--- config.mk ---
export PLATFORM = sky130hd
export DESIGN_NAME = series_rlc_state_space_companion_top_flat
export DESIGN_NICKNAME = d
export VERILOG_FILES = /design/src/design/srlc_pkg.sv /design/src/design/srlc_if.sv /design/src/design/srlc_seq.sv /design/src/design/srlc_dp.sv /design/src/design/series_rlc_state_space_companion_top.sv /design/src/flat_wrapper.sv
export SDC_FILE = /design/constraint.sdc
export NUM_CORES = 2
export LEC_CHECK = 0
export BUFFER_PORTS_ARGS = -buffer_cell sky130_fd_sc_hd__buf_2
export CORE_ASPECT_RATIO = 1.5
export CORE_MARGIN = 2
export CORE_UTILIZATION = 65
export CTS_CLUSTER_SIZE = 16
export DETAILED_ROUTE_END_ITERATION = 12
export PLACE_DENSITY = 0.9
export RECOVER_POWER = 100
export SKIP_CTS_REPAIR_TIMING = 1
export SYNTH_ARGS = -nofsm -noshare
export SYNTH_HDL_FRONTEND = slang
export SYNTH_SLANG_ARGS = --single-unit
--- constraint.sdc ---
create_clock -name clk_i -period 13.9 [get_ports clk_i]
set_clock_uncertainty 0.1 [all_clocks]
set_input_delay 2.78 -clock clk_i [delete_from_list [all_inputs] [get_ports clk_i]]
set_output_delay 2.78 -clock clk_i [all_outputs]
set_load 0.005 [all_outputs]
--- src/design/srlc_pkg.sv ---
`default_nettype none

package srlc_pkg;

  // Fixed-point widths: data Q16.16, coefficients Q8.24
  localparam int DataW   = 32;
  localparam int CoefW   = 32;
  localparam int ProdW   = DataW + CoefW;
  localparam int FracSh  = 24;
  localparam int RndW    = ProdW - FracSh;
  localparam int AccW    = RndW + 4;
  localparam int PcW     = 5;
  localparam int RegIdxW = 3;
  localparam int TermW   = 2;

  typedef logic signed [DataW-1:0] data_t;
  typedef logic signed [CoefW-1:0] coef_t;

  // Configuration register indexes
  localparam logic [RegIdxW-1:0] REG_A00  = 3'd0;
  localparam logic [RegIdxW-1:0] REG_A01  = 3'd1;
  localparam logic [RegIdxW-1:0] REG_A10  = 3'd2;
  localparam logic [RegIdxW-1:0] REG_A11  = 3'd3;
  localparam logic [RegIdxW-1:0] REG_B0   = 3'd4;
  localparam logic [RegIdxW-1:0] REG_B1   = 3'd5;
  localparam logic [RegIdxW-1:0] REG_TERM = 3'd6;

  // Coefficient operand of the shared multiplier
  typedef enum logic [2:0] {
    CS_A00,
    CS_A01,
    CS_A10,
    CS_A11,
    CS_B0,
    CS_B1
  } coef_sel_e;

  // Data operand of the shared multiplier
  typedef enum logic [2:0] {
    OS_S0,
    OS_S1,
    OS_PREV,
    OS_V,
    OS_INI,
    OS_T0
  } opnd_sel_e;

  // Accumulator operation on the product registered one step earlier
  typedef enum logic [1:0] {
    AC_NONE,
    AC_LOAD,
    AC_ADD,
    AC_HIST
  } acc_op_e;

  // Write-back of the saturated accumulator, the branch voltage or the initial current
  typedef enum logic [2:0] {
    WB_NONE,
    WB_VOLT,
    WB_CUR,
    WB_T0,
    WB_STATE,
    WB_INIT,
    WB_HIST
  } wb_op_e;

  typedef struct packed {
    coef_sel_e coef;
    opnd_sel_e opnd;
    acc_op_e   acc;
    wb_op_e    wb;
    logic      br_init;
    logic      last;
  } cw_t;

  typedef struct packed {
    logic start;
    logic en;
    cw_t  cw;
  } ctrl_t;

  typedef struct packed {
    logic act_init;
  } status_t;

  // Entry of the init program
  localparam logic [PcW-1:0] PcInit = PcW'(16);

  function automatic cw_t mk_cw(input coef_sel_e coef, input opnd_sel_e opnd,
                                input acc_op_e acc, input wb_op_e wb,
                                input logic br_init, input logic last);
    cw_t w;
    w.coef    = coef;
    w.opnd    = opnd;
    w.acc     = acc;
    w.wb      = wb;
    w.br_init = br_init;
    w.last    = last;
    return w;
  endfunction

  // Control store: step program at 0, init program at PcInit
  function automatic cw_t ucode(input logic [PcW-1:0] pc);
    cw_t w;
    case (pc)
      // load branch voltage, branch to init program for init items
      5'd0:  w = mk_cw(CS_B1,  OS_V,    AC_NONE, WB_VOLT,  1'b1, 1'b0);
      // current = history + b1*v
      5'd1:  w = mk_cw(CS_B1,  OS_V,    AC_NONE, WB_NONE,  1'b0, 1'b0);
      5'd2:  w = mk_cw(CS_A00, OS_S0,   AC_HIST, WB_NONE,  1'b0, 1'b0);
      // new s0 row
      5'd3:  w = mk_cw(CS_A01, OS_S1,   AC_LOAD, WB_CUR,   1'b0, 1'b0);
      5'd4:  w = mk_cw(CS_B0,  OS_PREV, AC_ADD,  WB_NONE,  1'b0, 1'b0);
      5'd5:  w = mk_cw(CS_B0,  OS_V,    AC_ADD,  WB_NONE,  1'b0, 1'b0);
      5'd6:  w = mk_cw(CS_A10, OS_S0,   AC_ADD,  WB_NONE,  1'b0, 1'b0);
      // new s1 row
      5'd7:  w = mk_cw(CS_A11, OS_S1,   AC_LOAD, WB_T0,    1'b0, 1'b0);
      5'd8:  w = mk_cw(CS_B1,  OS_PREV, AC_ADD,  WB_NONE,  1'b0, 1'b0);
      5'd9:  w = mk_cw(CS_B1,  OS_V,    AC_ADD,  WB_NONE,  1'b0, 1'b0);
      5'd10: w = mk_cw(CS_A10, OS_T0,   AC_ADD,  WB_NONE,  1'b0, 1'b0);
      // commit state, history row
      5'd11: w = mk_cw(CS_A10, OS_T0,   AC_LOAD, WB_STATE, 1'b0, 1'b0);
      5'd12: w = mk_cw(CS_A11, OS_S1,   AC_NONE, WB_NONE,  1'b0, 1'b0);
      5'd13: w = mk_cw(CS_B1,  OS_V,    AC_ADD,  WB_NONE,  1'b0, 1'b0);
      5'd14: w = mk_cw(CS_B1,  OS_V,    AC_ADD,  WB_NONE,  1'b0, 1'b0);
      5'd15: w = mk_cw(CS_B1,  OS_V,    AC_NONE, WB_HIST,  1'b0, 1'b1);
      // init: s0 = a01*I + b0*v, s1 = I
      5'd16: w = mk_cw(CS_A01, OS_INI,  AC_NONE, WB_NONE,  1'b0, 1'b0);
      5'd17: w = mk_cw(CS_B0,  OS_V,    AC_LOAD, WB_NONE,  1'b0, 1'b0);
      5'd18: w = mk_cw(CS_B0,  OS_V,    AC_ADD,  WB_NONE,  1'b0, 1'b0);
      5'd19: w = mk_cw(CS_A10, OS_S0,   AC_NONE, WB_INIT,  1'b0, 1'b0);
      // init: history row
      5'd20: w = mk_cw(CS_A10, OS_S0,   AC_NONE, WB_NONE,  1'b0, 1'b0);
      5'd21: w = mk_cw(CS_A11, OS_S1,   AC_LOAD, WB_NONE,  1'b0, 1'b0);
      5'd22: w = mk_cw(CS_B1,  OS_V,    AC_ADD,  WB_NONE,  1'b0, 1'b0);
      5'd23: w = mk_cw(CS_B1,  OS_V,    AC_ADD,  WB_NONE,  1'b0, 1'b0);
      5'd24: w = mk_cw(CS_B1,  OS_V,    AC_NONE, WB_HIST,  1'b0, 1'b1);
      default: w = mk_cw(CS_B1, OS_V,   AC_NONE, WB_NONE,  1'b0, 1'b1);
    endcase
    return w;
  endfunction

endpackage

`default_nettype wire

--- src/design/srlc_if.sv ---
`default_nettype none

// Input item channel
interface srlc_in_if;
  import srlc_pkg::*;
  logic  valid;
  logic  ready;
  logic  action;
  data_t node0_voltage;
  data_t node1_voltage;
  data_t init_current;

  modport source (output valid, output action, output node0_voltage,
                  output node1_voltage, output init_current, input ready);
  modport sink   (input valid, input action, input node0_voltage,
                  input node1_voltage, input init_current, output ready);
endinterface

// Result item channel
interface srlc_out_if;
  import srlc_pkg::*;
  logic  valid;
  logic  ready;
  data_t branch_current;
  data_t history_current;
  logic  saturated;

  modport source (output valid, output branch_current, output history_current,
                  output saturated, input ready);
  modport sink   (input valid, input branch_current, input history_current,
                  input saturated, output ready);
endinterface

// Configuration write channel
interface srlc_cfg_if;
  import srlc_pkg::*;
  logic                valid;
  logic                ready;
  logic [RegIdxW-1:0]  index;
  logic [DataW-1:0]    data;

  modport source (output valid, output index, output data, input ready);
  modport sink   (input valid, input index, input data, output ready);
endinterface

`default_nettype wire

--- src/design/srlc_seq.sv ---
`default_nettype none

module srlc_seq
  import srlc_pkg::*;
(
  input  logic    clk_i,
  input  logic    rst_ni,
  input  logic    in_valid_i,
  input  logic    out_hold_i,
  input  status_t status_i,
  output logic    in_ready_o,
  output ctrl_t   ctrl_o
);

  logic           busy_q, busy_d;
  logic [PcW-1:0] pc_q, pc_d;
  cw_t            cw;
  logic           start;
  logic           en;

  // Fetch the control word of the current step
  assign cw    = ucode(pc_q);
  assign start = in_valid_i && !busy_q;
  // Stall only on the final step while the result register still holds an untaken result
  assign en    = busy_q && !(cw.last && out_hold_i);

  assign in_ready_o   = !busy_q;
  assign ctrl_o.start = start;
  assign ctrl_o.en    = en;
  assign ctrl_o.cw    = cw;

  // Advance the step counter, branch to the init program when asked
  always_comb begin
    busy_d = busy_q;
    pc_d   = pc_q;
    if (start) begin
      busy_d = 1'b1;
      pc_d   = '0;
    end else if (en) begin
      if (cw.last) begin
        busy_d = 1'b0;
      end else if (cw.br_init && status_i.act_init) begin
        pc_d = PcInit;
      end else begin
        pc_d = pc_q + PcW'(1);
      end
    end
  end

  always_ff @(posedge clk_i or negedge rst_ni) begin
    if (!rst_ni) begin
      busy_q <= 1'b0;
      pc_q   <= '0;
    end else begin
      busy_q <= busy_d;
      pc_q   <= pc_d;
    end
  end

endmodule

`default_nettype wire

--- src/design/srlc_dp.sv ---
`default_nettype none

module srlc_dp
  import srlc_pkg::*;
(
  input  logic               clk_i,
  input  logic               rst_ni,
  input  ctrl_t              ctrl_i,
  output status_t            status_o,
  // configuration write
  input  logic               cfg_we_i,
  input  logic [RegIdxW-1:0] cfg_index_i,
  input  logic [DataW-1:0]   cfg_data_i,
  // input item payload
  input  logic               action_i,
  input  data_t              node0_voltage_i,
  input  data_t              node1_voltage_i,
  input  data_t              init_current_i,
  // result item
  input  logic               out_ready_i,
  output logic               out_valid_o,
  output data_t              branch_current_o,
  output data_t              history_current_o,
  output logic               saturated_o
);

  localparam data_t DataMax = {1'b0, {(DataW-1){1'b1}}};
  localparam data_t DataMin = {1'b1, {(DataW-1){1'b0}}};
  localparam logic signed [ProdW-1:0] RndHalf = ProdW'(1) <<< (FracSh - 1);

  cw_t cw;
  logic en;

  // Configuration registers
  coef_t a00_q, a01_q, a10_q, a11_q, b0_q, b1_q;
  logic [TermW-1:0] term_q;

  // Captured item
  logic  act_q;
  data_t n0_q, n1_q, ini_q;

  // Branch state and working registers
  data_t s0_q, s1_q, bv_q, prev_q, hist_q, t0_q, cur_q;
  logic  flag_q;

  // Shared multiplier and accumulator
  coef_t                    mc;
  data_t                    mo;
  logic signed [ProdW-1:0]  p_q;
  logic signed [ProdW-1:0]  p_rnd;
  logic signed [RndW-1:0]   rnd;
  logic signed [AccW-1:0]   acc_q;
  logic                     acc_clip;
  data_t                    acc_sat;

  // Branch voltage
  logic signed [DataW:0]    n1_ext, n0_ext, vw;
  logic                     v_clip;
  data_t                    v_sat;

  // Result register
  logic  out_valid_q;
  data_t out_cur_q, out_hist_q;
  logic  out_sat_q;

  assign cw = ctrl_i.cw;
  assign en = ctrl_i.en;
  assign status_o.act_init = !act_q;

  // Write configuration registers
  always_ff @(posedge clk_i or negedge rst_ni) begin
    if (!rst_ni) begin
      a00_q  <= '0;
      a01_q  <= '0;
      a10_q  <= '0;
      a11_q  <= '0;
      b0_q   <= '0;
      b1_q   <= '0;
      term_q <= '1;
    end else if (cfg_we_i) begin
      case (cfg_index_i)
        REG_A00:  a00_q  <= cfg_data_i;
        REG_A01:  a01_q  <= cfg_data_i;
        REG_A10:  a10_q  <= cfg_data_i;
        REG_A11:  a11_q  <= cfg_data_i;
        REG_B0:   b0_q   <= cfg_data_i;
        REG_B1:   b1_q   <= cfg_data_i;
        REG_TERM: term_q <= cfg_data_i[TermW-1:0];
        default:  ;
      endcase
    end
  end

  // Capture the item on acceptance
  always_ff @(posedge clk_i) begin
    if (ctrl_i.start) begin
      act_q <= action_i;
      n0_q  <= node0_voltage_i;
      n1_q  <= node1_voltage_i;
      ini_q <= init_current_i;
    end
  end

  // Branch voltage with grounding, saturated
  always_comb begin
    n1_ext = term_q[1] ? {n1_q[DataW-1], n1_q} : '0;
    n0_ext = term_q[0] ? {n0_q[DataW-1], n0_q} : '0;
    vw     = n1_ext - n0_ext;
    v_clip = vw[DataW] != vw[DataW-1];
    v_sat  = v_clip ? (vw[DataW] ? DataMin : DataMax) : vw[DataW-1:0];
  end

  // Select multiplier operands
  always_comb begin
    case (cw.coef)
      CS_A00:  mc = a00_q;
      CS_A01:  mc = a01_q;
      CS_A10:  mc = a10_q;
      CS_A11:  mc = a11_q;
      CS_B0:   mc = b0_q;
      CS_B1:   mc = b1_q;
      default: mc = '0;
    endcase
    case (cw.opnd)
      OS_S0:   mo = s0_q;
      OS_S1:   mo = s1_q;
      OS_PREV: mo = prev_q;
      OS_V:    mo = bv_q;
      OS_INI:  mo = ini_q;
      OS_T0:   mo = t0_q;
      default: mo = '0;
    endcase
  end

  // Register the exact product
  always_ff @(posedge clk_i) begin
    if (en) begin
      p_q <= ProdW'(mc) * ProdW'(mo);
    end
  end

  // Round half up to Q24.16
  assign p_rnd = p_q + RndHalf;
  assign rnd   = p_rnd[ProdW-1:FracSh];

  // Saturate the accumulator to 32 bits
  always_comb begin
    acc_clip = !((&acc_q[AccW-1:DataW-1]) || !(|acc_q[AccW-1:DataW-1]));
    acc_sat  = acc_clip ? (acc_q[AccW-1] ? DataMin : DataMax) : acc_q[DataW-1:0];
  end

  // Accumulate rounded products
  always_ff @(posedge clk_i) begin
    if (en) begin
      case (cw.acc)
        AC_LOAD: acc_q <= AccW'(rnd);
        AC_ADD:  acc_q <= acc_q + AccW'(rnd);
        AC_HIST: acc_q <= AccW'(hist_q) + AccW'(rnd);
        default: ;
      endcase
    end
  end

  // Write back working values
  always_ff @(posedge clk_i) begin
    if (en) begin
      case (cw.wb)
        WB_VOLT:  flag_q <= v_clip;
        WB_CUR: begin
          cur_q  <= acc_sat;
          flag_q <= flag_q | acc_clip;
        end
        WB_T0: begin
          t0_q   <= acc_sat;
          flag_q <= flag_q | acc_clip;
        end
        WB_INIT: begin
          cur_q  <= ini_q;
          flag_q <= flag_q | acc_clip;
        end
        WB_STATE: flag_q <= flag_q | acc_clip;
        WB_HIST:  flag_q <= flag_q | acc_clip;
        default:  ;
      endcase
    end
  end

  // Update branch state
  always_ff @(posedge clk_i or negedge rst_ni) begin
    if (!rst_ni) begin
      s0_q   <= '0;
      s1_q   <= '0;
      bv_q   <= '0;
      prev_q <= '0;
      hist_q <= '0;
    end else if (en) begin
      case (cw.wb)
        WB_VOLT: begin
          bv_q   <= v_sat;
          prev_q <= act_q ? bv_q : '0;
        end
        WB_STATE: begin
          s0_q <= t0_q;
          s1_q <= acc_sat;
        end
        WB_INIT: begin
          s0_q <= acc_sat;
          s1_q <= ini_q;
        end
        WB_HIST:  hist_q <= acc_sat;
        default:  ;
      endcase
    end
  end

  // Hold the result until it is taken
  always_ff @(posedge clk_i or negedge rst_ni) begin
    if (!rst_ni) begin
      out_valid_q <= 1'b0;
    end else begin
      if (out_valid_q && out_ready_i) begin
        out_valid_q <= 1'b0;
      end
      if (en && cw.wb == WB_HIST) begin
        out_valid_q <= 1'b1;
      end
    end
  end

  always_ff @(posedge clk_i) begin
    if (en && cw.wb == WB_HIST) begin
      out_cur_q  <= cur_q;
      out_hist_q <= acc_sat;
      out_sat_q  <= flag_q | acc_clip;
    end
  end

  assign out_valid_o       = out_valid_q;
  assign branch_current_o  = out_cur_q;
  assign history_current_o = out_hist_q;
  assign saturated_o       = out_sat_q;

endmodule

`default_nettype wire

--- src/design/series_rlc_state_space_companion_top.sv ---
// A new item is accepted only once the previous one has finished; an init item runs the
// shorter init program. The single shared 32x32 multiplier is sequenced by the control
// store through every product, and the last step also waits while the previous result
// is still held. Reset: asynchronous, active low; clears coefficients to zero, terminal
// mask to 3 and the branch state; configuration writes are taken at any time.
`default_nettype none

module series_rlc_state_space_companion_top
  import srlc_pkg::*;
(
  input  logic       clk_i,
  input  logic       rst_ni,
  srlc_in_if.sink    in_i,
  srlc_out_if.source out_o,
  srlc_cfg_if.sink   cfg_i
);

  ctrl_t   ctrl;
  status_t status;
  logic    out_valid;
  logic    out_hold;

  assign cfg_i.ready = 1'b1;
  assign out_o.valid = out_valid;
  assign out_hold    = out_valid && !out_o.ready;

  // Step counter and control store
  srlc_seq u_seq (
    .clk_i      (clk_i),
    .rst_ni     (rst_ni),
    .in_valid_i (in_i.valid),
    .out_hold_i (out_hold),
    .status_i   (status),
    .in_ready_o (in_i.ready),
    .ctrl_o     (ctrl)
  );

  // Multiplier, accumulator, state and result register
  srlc_dp u_dp (
    .clk_i             (clk_i),
    .rst_ni            (rst_ni),
    .ctrl_i            (ctrl),
    .status_o          (status),
    .cfg_we_i          (cfg_i.valid),
    .cfg_index_i       (cfg_i.index),
    .cfg_data_i        (cfg_i.data),
    .action_i          (in_i.action),
    .node0_voltage_i   (in_i.node0_voltage),
    .node1_voltage_i   (in_i.node1_voltage),
    .init_current_i    (in_i.init_current),
    .out_ready_i       (out_o.ready),
    .out_valid_o       (out_valid),
    .branch_current_o  (out_o.branch_current),
    .history_current_o (out_o.history_current),
    .saturated_o       (out_o.saturated)
  );

endmodule

`default_nettype wire
--- src/flat_wrapper.sv ---
// flat-port wrapper written by rule: the top's interface ports become plain ports
module series_rlc_state_space_companion_top_flat import srlc_pkg::*;
  (clk_i, rst_ni, in_i_valid, in_i_action, in_i_node0_voltage, in_i_node1_voltage, in_i_init_current, in_i_ready, out_o_valid, out_o_branch_current, out_o_history_current, out_o_saturated, out_o_ready, cfg_i_valid, cfg_i_index, cfg_i_data, cfg_i_ready);
  srlc_in_if in_i_i ();
  srlc_out_if out_o_i ();
  srlc_cfg_if cfg_i_i ();
  input  logic clk_i;
  input  logic rst_ni;
  input wire logic [$bits(in_i_i.valid)-1:0] in_i_valid;
  input wire logic [$bits(in_i_i.action)-1:0] in_i_action;
  input wire logic [$bits(in_i_i.node0_voltage)-1:0] in_i_node0_voltage;
  input wire logic [$bits(in_i_i.node1_voltage)-1:0] in_i_node1_voltage;
  input wire logic [$bits(in_i_i.init_current)-1:0] in_i_init_current;
  output wire logic [$bits(in_i_i.ready)-1:0] in_i_ready;
  output wire logic [$bits(out_o_i.valid)-1:0] out_o_valid;
  output wire logic [$bits(out_o_i.branch_current)-1:0] out_o_branch_current;
  output wire logic [$bits(out_o_i.history_current)-1:0] out_o_history_current;
  output wire logic [$bits(out_o_i.saturated)-1:0] out_o_saturated;
  input wire logic [$bits(out_o_i.ready)-1:0] out_o_ready;
  input wire logic [$bits(cfg_i_i.valid)-1:0] cfg_i_valid;
  input wire logic [$bits(cfg_i_i.index)-1:0] cfg_i_index;
  input wire logic [$bits(cfg_i_i.data)-1:0] cfg_i_data;
  output wire logic [$bits(cfg_i_i.ready)-1:0] cfg_i_ready;
  assign in_i_i.valid = in_i_valid;
  assign in_i_i.action = in_i_action;
  assign in_i_i.node0_voltage = in_i_node0_voltage;
  assign in_i_i.node1_voltage = in_i_node1_voltage;
  assign in_i_i.init_current = in_i_init_current;
  assign in_i_ready = in_i_i.ready;
  assign out_o_valid = out_o_i.valid;
  assign out_o_branch_current = out_o_i.branch_current;
  assign out_o_history_current = out_o_i.history_current;
  assign out_o_saturated = out_o_i.saturated;
  assign out_o_i.ready = out_o_ready;
  assign cfg_i_i.valid = cfg_i_valid;
  assign cfg_i_i.index = cfg_i_index;
  assign cfg_i_i.data = cfg_i_data;
  assign cfg_i_ready = cfg_i_i.ready;
  series_rlc_state_space_companion_top u_core (.clk_i(clk_i), .rst_ni(rst_ni), .in_i(in_i_i), .out_o(out_o_i), .cfg_i(cfg_i_i));
endmodule
==> results.md <==
- The number of sinks on the clock net is 673.
- For the pin with the worst max-slew slack, the measured transition is 4455 ps.
- The portion of synthesized area spent on multiplexers is 4.215%.
- For the finished layout, the period the worst path requires is 13290 ps.
- By area, the combinational part of the netlist is dominated by adder cells.
- The total area inside the core boundary comes to 107200 sq um.
- In the synthesized netlist, the number of instances is 7320.
- The count of buffers added on input and output ports is 203.
- The most numerous cell on the critical path is fa_1.
- The vertical die dimension is 406.8 microns.
- The initialized floorplan defines 147 standard-cell rows.
- The area share of fa/ha/maj cells after synthesis is 36.30%.
- The type of origin of the critical path is a flip-flop.
- Data arrives at the worst endpoint at 13620 ps.
- The filler cell count in the final layout is 7473.
- Clock-pin slew was measured on the worst setup and hold paths at 70 ps.
- The final net count is 8879.
- The startpoint of the most critical register-to-register path is u_core.u_seq.pc_q[1].
- The relative slew slack is -197.0%.
- In this run the mean area of a mapped cell was 9.603 sq um.
- The worst setup path is of the reg2reg kind.
- The via count of the first global-routing pass is 62200.
- The global-route usage over all layers is 43.51%.
- The family with the most delay on the worst path is compound AO/OA/AOI/OAI gates.
- The number of antenna violations at the first check in global routing is 10.
- The total of warnings raised by yosys is 0.
- The share of the Yosys chip area taken by registers is 26.18%.
- The synthesized netlist devotes 9.865% of its cell area to compound gates.
- The fmax is 0.07522 GHz.
- The buffering stage count on the worst path with inverters included is 5.
- The count of nets left with antenna violations once routing finished came out at 0.
- Setup violations remaining at the end of the flow were counted as 0.
- The number of pins with negative max-slew slack in the final report was 1120.
- The cell area after synthesis is 70290 sq um.
- The setup TNS is 0 ps.
- The synthesized netlist contains 93 unique library cells.
- In the layout the commonest cells are inv_1 (1129), fa_1 (1084), nand2_1 (1018).
- The start point of the critical path is u_core.u_seq.pc_q[1].
- The relative area change from synthesis to final layout is 6.810%.
- The total count of hold-check failures in the final report is 0.
- Summing the areas of all xor and xnor instances in the mapped netlist gives 2.280% of the synthesized area.
- The launch instance of the worst min-delay path is u_core.u_dp.cur_q[21].
- On the worst path, the slowest cell contributes a delay of 910 ps.
- The register area is 18410 sq um.
- The footprint of the multi-input gates is 46500 sq um.
- The first global-routing pass estimated 356100 microns of wire.
- Cells with a size suffix above 1 make up 9.168% of the layout.
- The clock tree from TritonCTS is yes.
- The H-tree generated during clock tree synthesis spans 3 levels.
- After detailed routing, the number of vias per cell comes to 6.571.
- Setup repair after global routing left no endpoint under its margin.
- The data required time of the critical path is 14230 ps.
- Yosys mapped a number of flops with a built-in enable equal to 312.
- After synthesis the netlist holds a flip-flop and latch count of 673.
- Along the worst path, the maximum fanout reaches 22.
- The first-pass detailed-route iteration total is 12.
- STA classifies the critical path endpoint as a flip-flop.
- The root buffer cell chosen for the clock tree is clkbuf_16.
- The critical path's slowest cell is a21oi_1.
- The starting utilization of the core area is 65.55%.
- In this run the worst hold path is classified as reg2reg.
- The top-level port count is 205.
- The overall die area is 110800 sq um.
- The number of max-cap violations is 24.
- The global placer's final weighted congestion is 1.038.
- The wire length reported by the detailed router is 233000 microns.
- For this run, the leading register cell type out of synthesis is dfrtp_1.
- The routed layout has 58000 vias.
- The DRC violation count after routing is 0.
- Dividing the detail-routed wire length by the instance count gives 26.39 microns.
- When the netlist entered floorplanning its net count stood at 8846.
- The residual overflow from global routing is 0.
- Measured along the x axis, the die boundary spans 272.5 microns.
- For the worst-skew pair, the clock arrives at the later sink with an insertion delay of 690 ps.
- The final reports fail on max-capacitance violations, max-slew violations.
- The run finished, with violations left.
- The portion of the clock cycle consumed by the worst path in the final layout is 95.65%.
- Once detailed placement completed, the half-perimeter wirelength came to 166800 microns.
- The most common library cell in the layout ignoring fill and taps is inv_1.
- In this run the deepest clock path goes through 3 buffers.
- The number of buffers inserted during clock tree synthesis is 66.
- The simple logic cell fraction of the synthesized area is 13.07%.
- The fraction of registers with async set/reset is 53.64%.
- Entering global routing, the biggest net connects 131 pins.
- The number of DRC violations after detailed-routing iteration 0 is 8273.
-- metal layers --
| layer | global-route usage (%) | wire (microns) |
|---|---|---|
| met3 | 16.05 | 30530 |
| met4 | 40.24 | 28800 |
| met2 | 67.94 | 105000 |
| met1 | 45.44 | 68350 |
| met5 | 1.472 | 241 |
-- flip-flops by register name (all words and copies together), names as in the netlist, 32 cells and up --
signal                         cells
u_core.u_dp.acc_q                 44
u_core.u_dp.p_q                   41
u_core.u_dp.a00_q                 32
u_core.u_dp.a01_q                 32
u_core.u_dp.a10_q                 32
u_core.u_dp.a11_q                 32
u_core.u_dp.b0_q                  32
u_core.u_dp.b1_q                  32
u_core.u_dp.branch_current_o      32
u_core.u_dp.bv_q                  32
u_core.u_dp.cur_q                 32
u_core.u_dp.hist_q                32
u_core.u_dp.history_current_o     32
u_core.u_dp.ini_q                 32
u_core.u_dp.n0_q                  32
u_core.u_dp.n1_q                  32
u_core.u_dp.prev_q                32
u_core.u_dp.s0_q                  32
u_core.u_dp.s1_q                  32
u_core.u_dp.t0_q                  32
-- path summary, 6_finish.rpt --
check	cells after the start	to	slack (ps)
setup / recovery	31	u_core.u_dp.p_q[49]	610
hold / removal	0	u_core.u_dp.branch_current_o[21]	320
setup reg to reg	31	u_core.u_dp.p_q[49]	610
hold reg to reg	0	u_core.u_dp.branch_current_o[21]	320
max in group asynchronous	2	u_core.u_dp.bv_q[31]	4700
min in group asynchronous	1	u_core.u_dp.a11_q[17]	3570
-- logic make-up (layout without fill, tap and decap cells) --
family,count (synthesis),after routing
other,1,6
XOR/XNOR,183,183
flip-flops,673,673
AND/OR/NAND/NOR,2178,2178
AO/OA/AOI/OAI,1125,1125
adder cells (fa/ha/maj),1389,1389
buffers and inverters,1507,1593
multiplexers,264,264
-- cell type report --
cell class	instances	share of cell area [%]
multi-input cells	5140	61.94
flip-flops and latches	673	24.51
inverters	1129	5.645
repair buffers	343	2.535
clock buffers	90	2.483
well taps	1415	2.358
clock inverters	31	0.5066
diodes	5	0.01667
-- synth_stat cells, drive strengths merged (22+ instances only) --
cell type  count  share of area [%]
fa          1084                 31
nor3          43               0.31
nand3        121               0.86
o21bai        39               0.42
nand2b        42               0.37
a21oi        499                3.6
edfxtp       312                 13
o21ai        192                1.4
mux2         246                3.9
buf           41               0.25
or3           22               0.20
o22ai         48               0.44
nand2       1021                5.5
nor2b         33               0.29
nand4         38               0.34
o22a          32               0.40
xor2          58               0.72
ha           305                5.4
dfrtp        359                 13
and2          82               0.73
a21o         116                1.2
nor2         698                3.7
inv         1129                6.0
o21a          31               0.33
xnor2        125                1.6
clkbuf       337                1.8
and3          29               0.26
-- through the flow --
step	setup WS, ps	area [sq um]	hold slack [ps]	utilization (%)	cells
CTS	2067	75330	325.5	70.25	8819
floorplan	3604	70290	300.3	-	7320
detailed placement	2165	73090	305.4	68.16	8698
global route	567.7	75070	331.7	70.01	8824
finish	605.1	75080	324.5	70.02	8826
global placement	2452	73090	300.4	68.16	8698
Power is not shown: default switching activity piles up to over one toggle a cycle in this logic, so the estimate is an artifact.
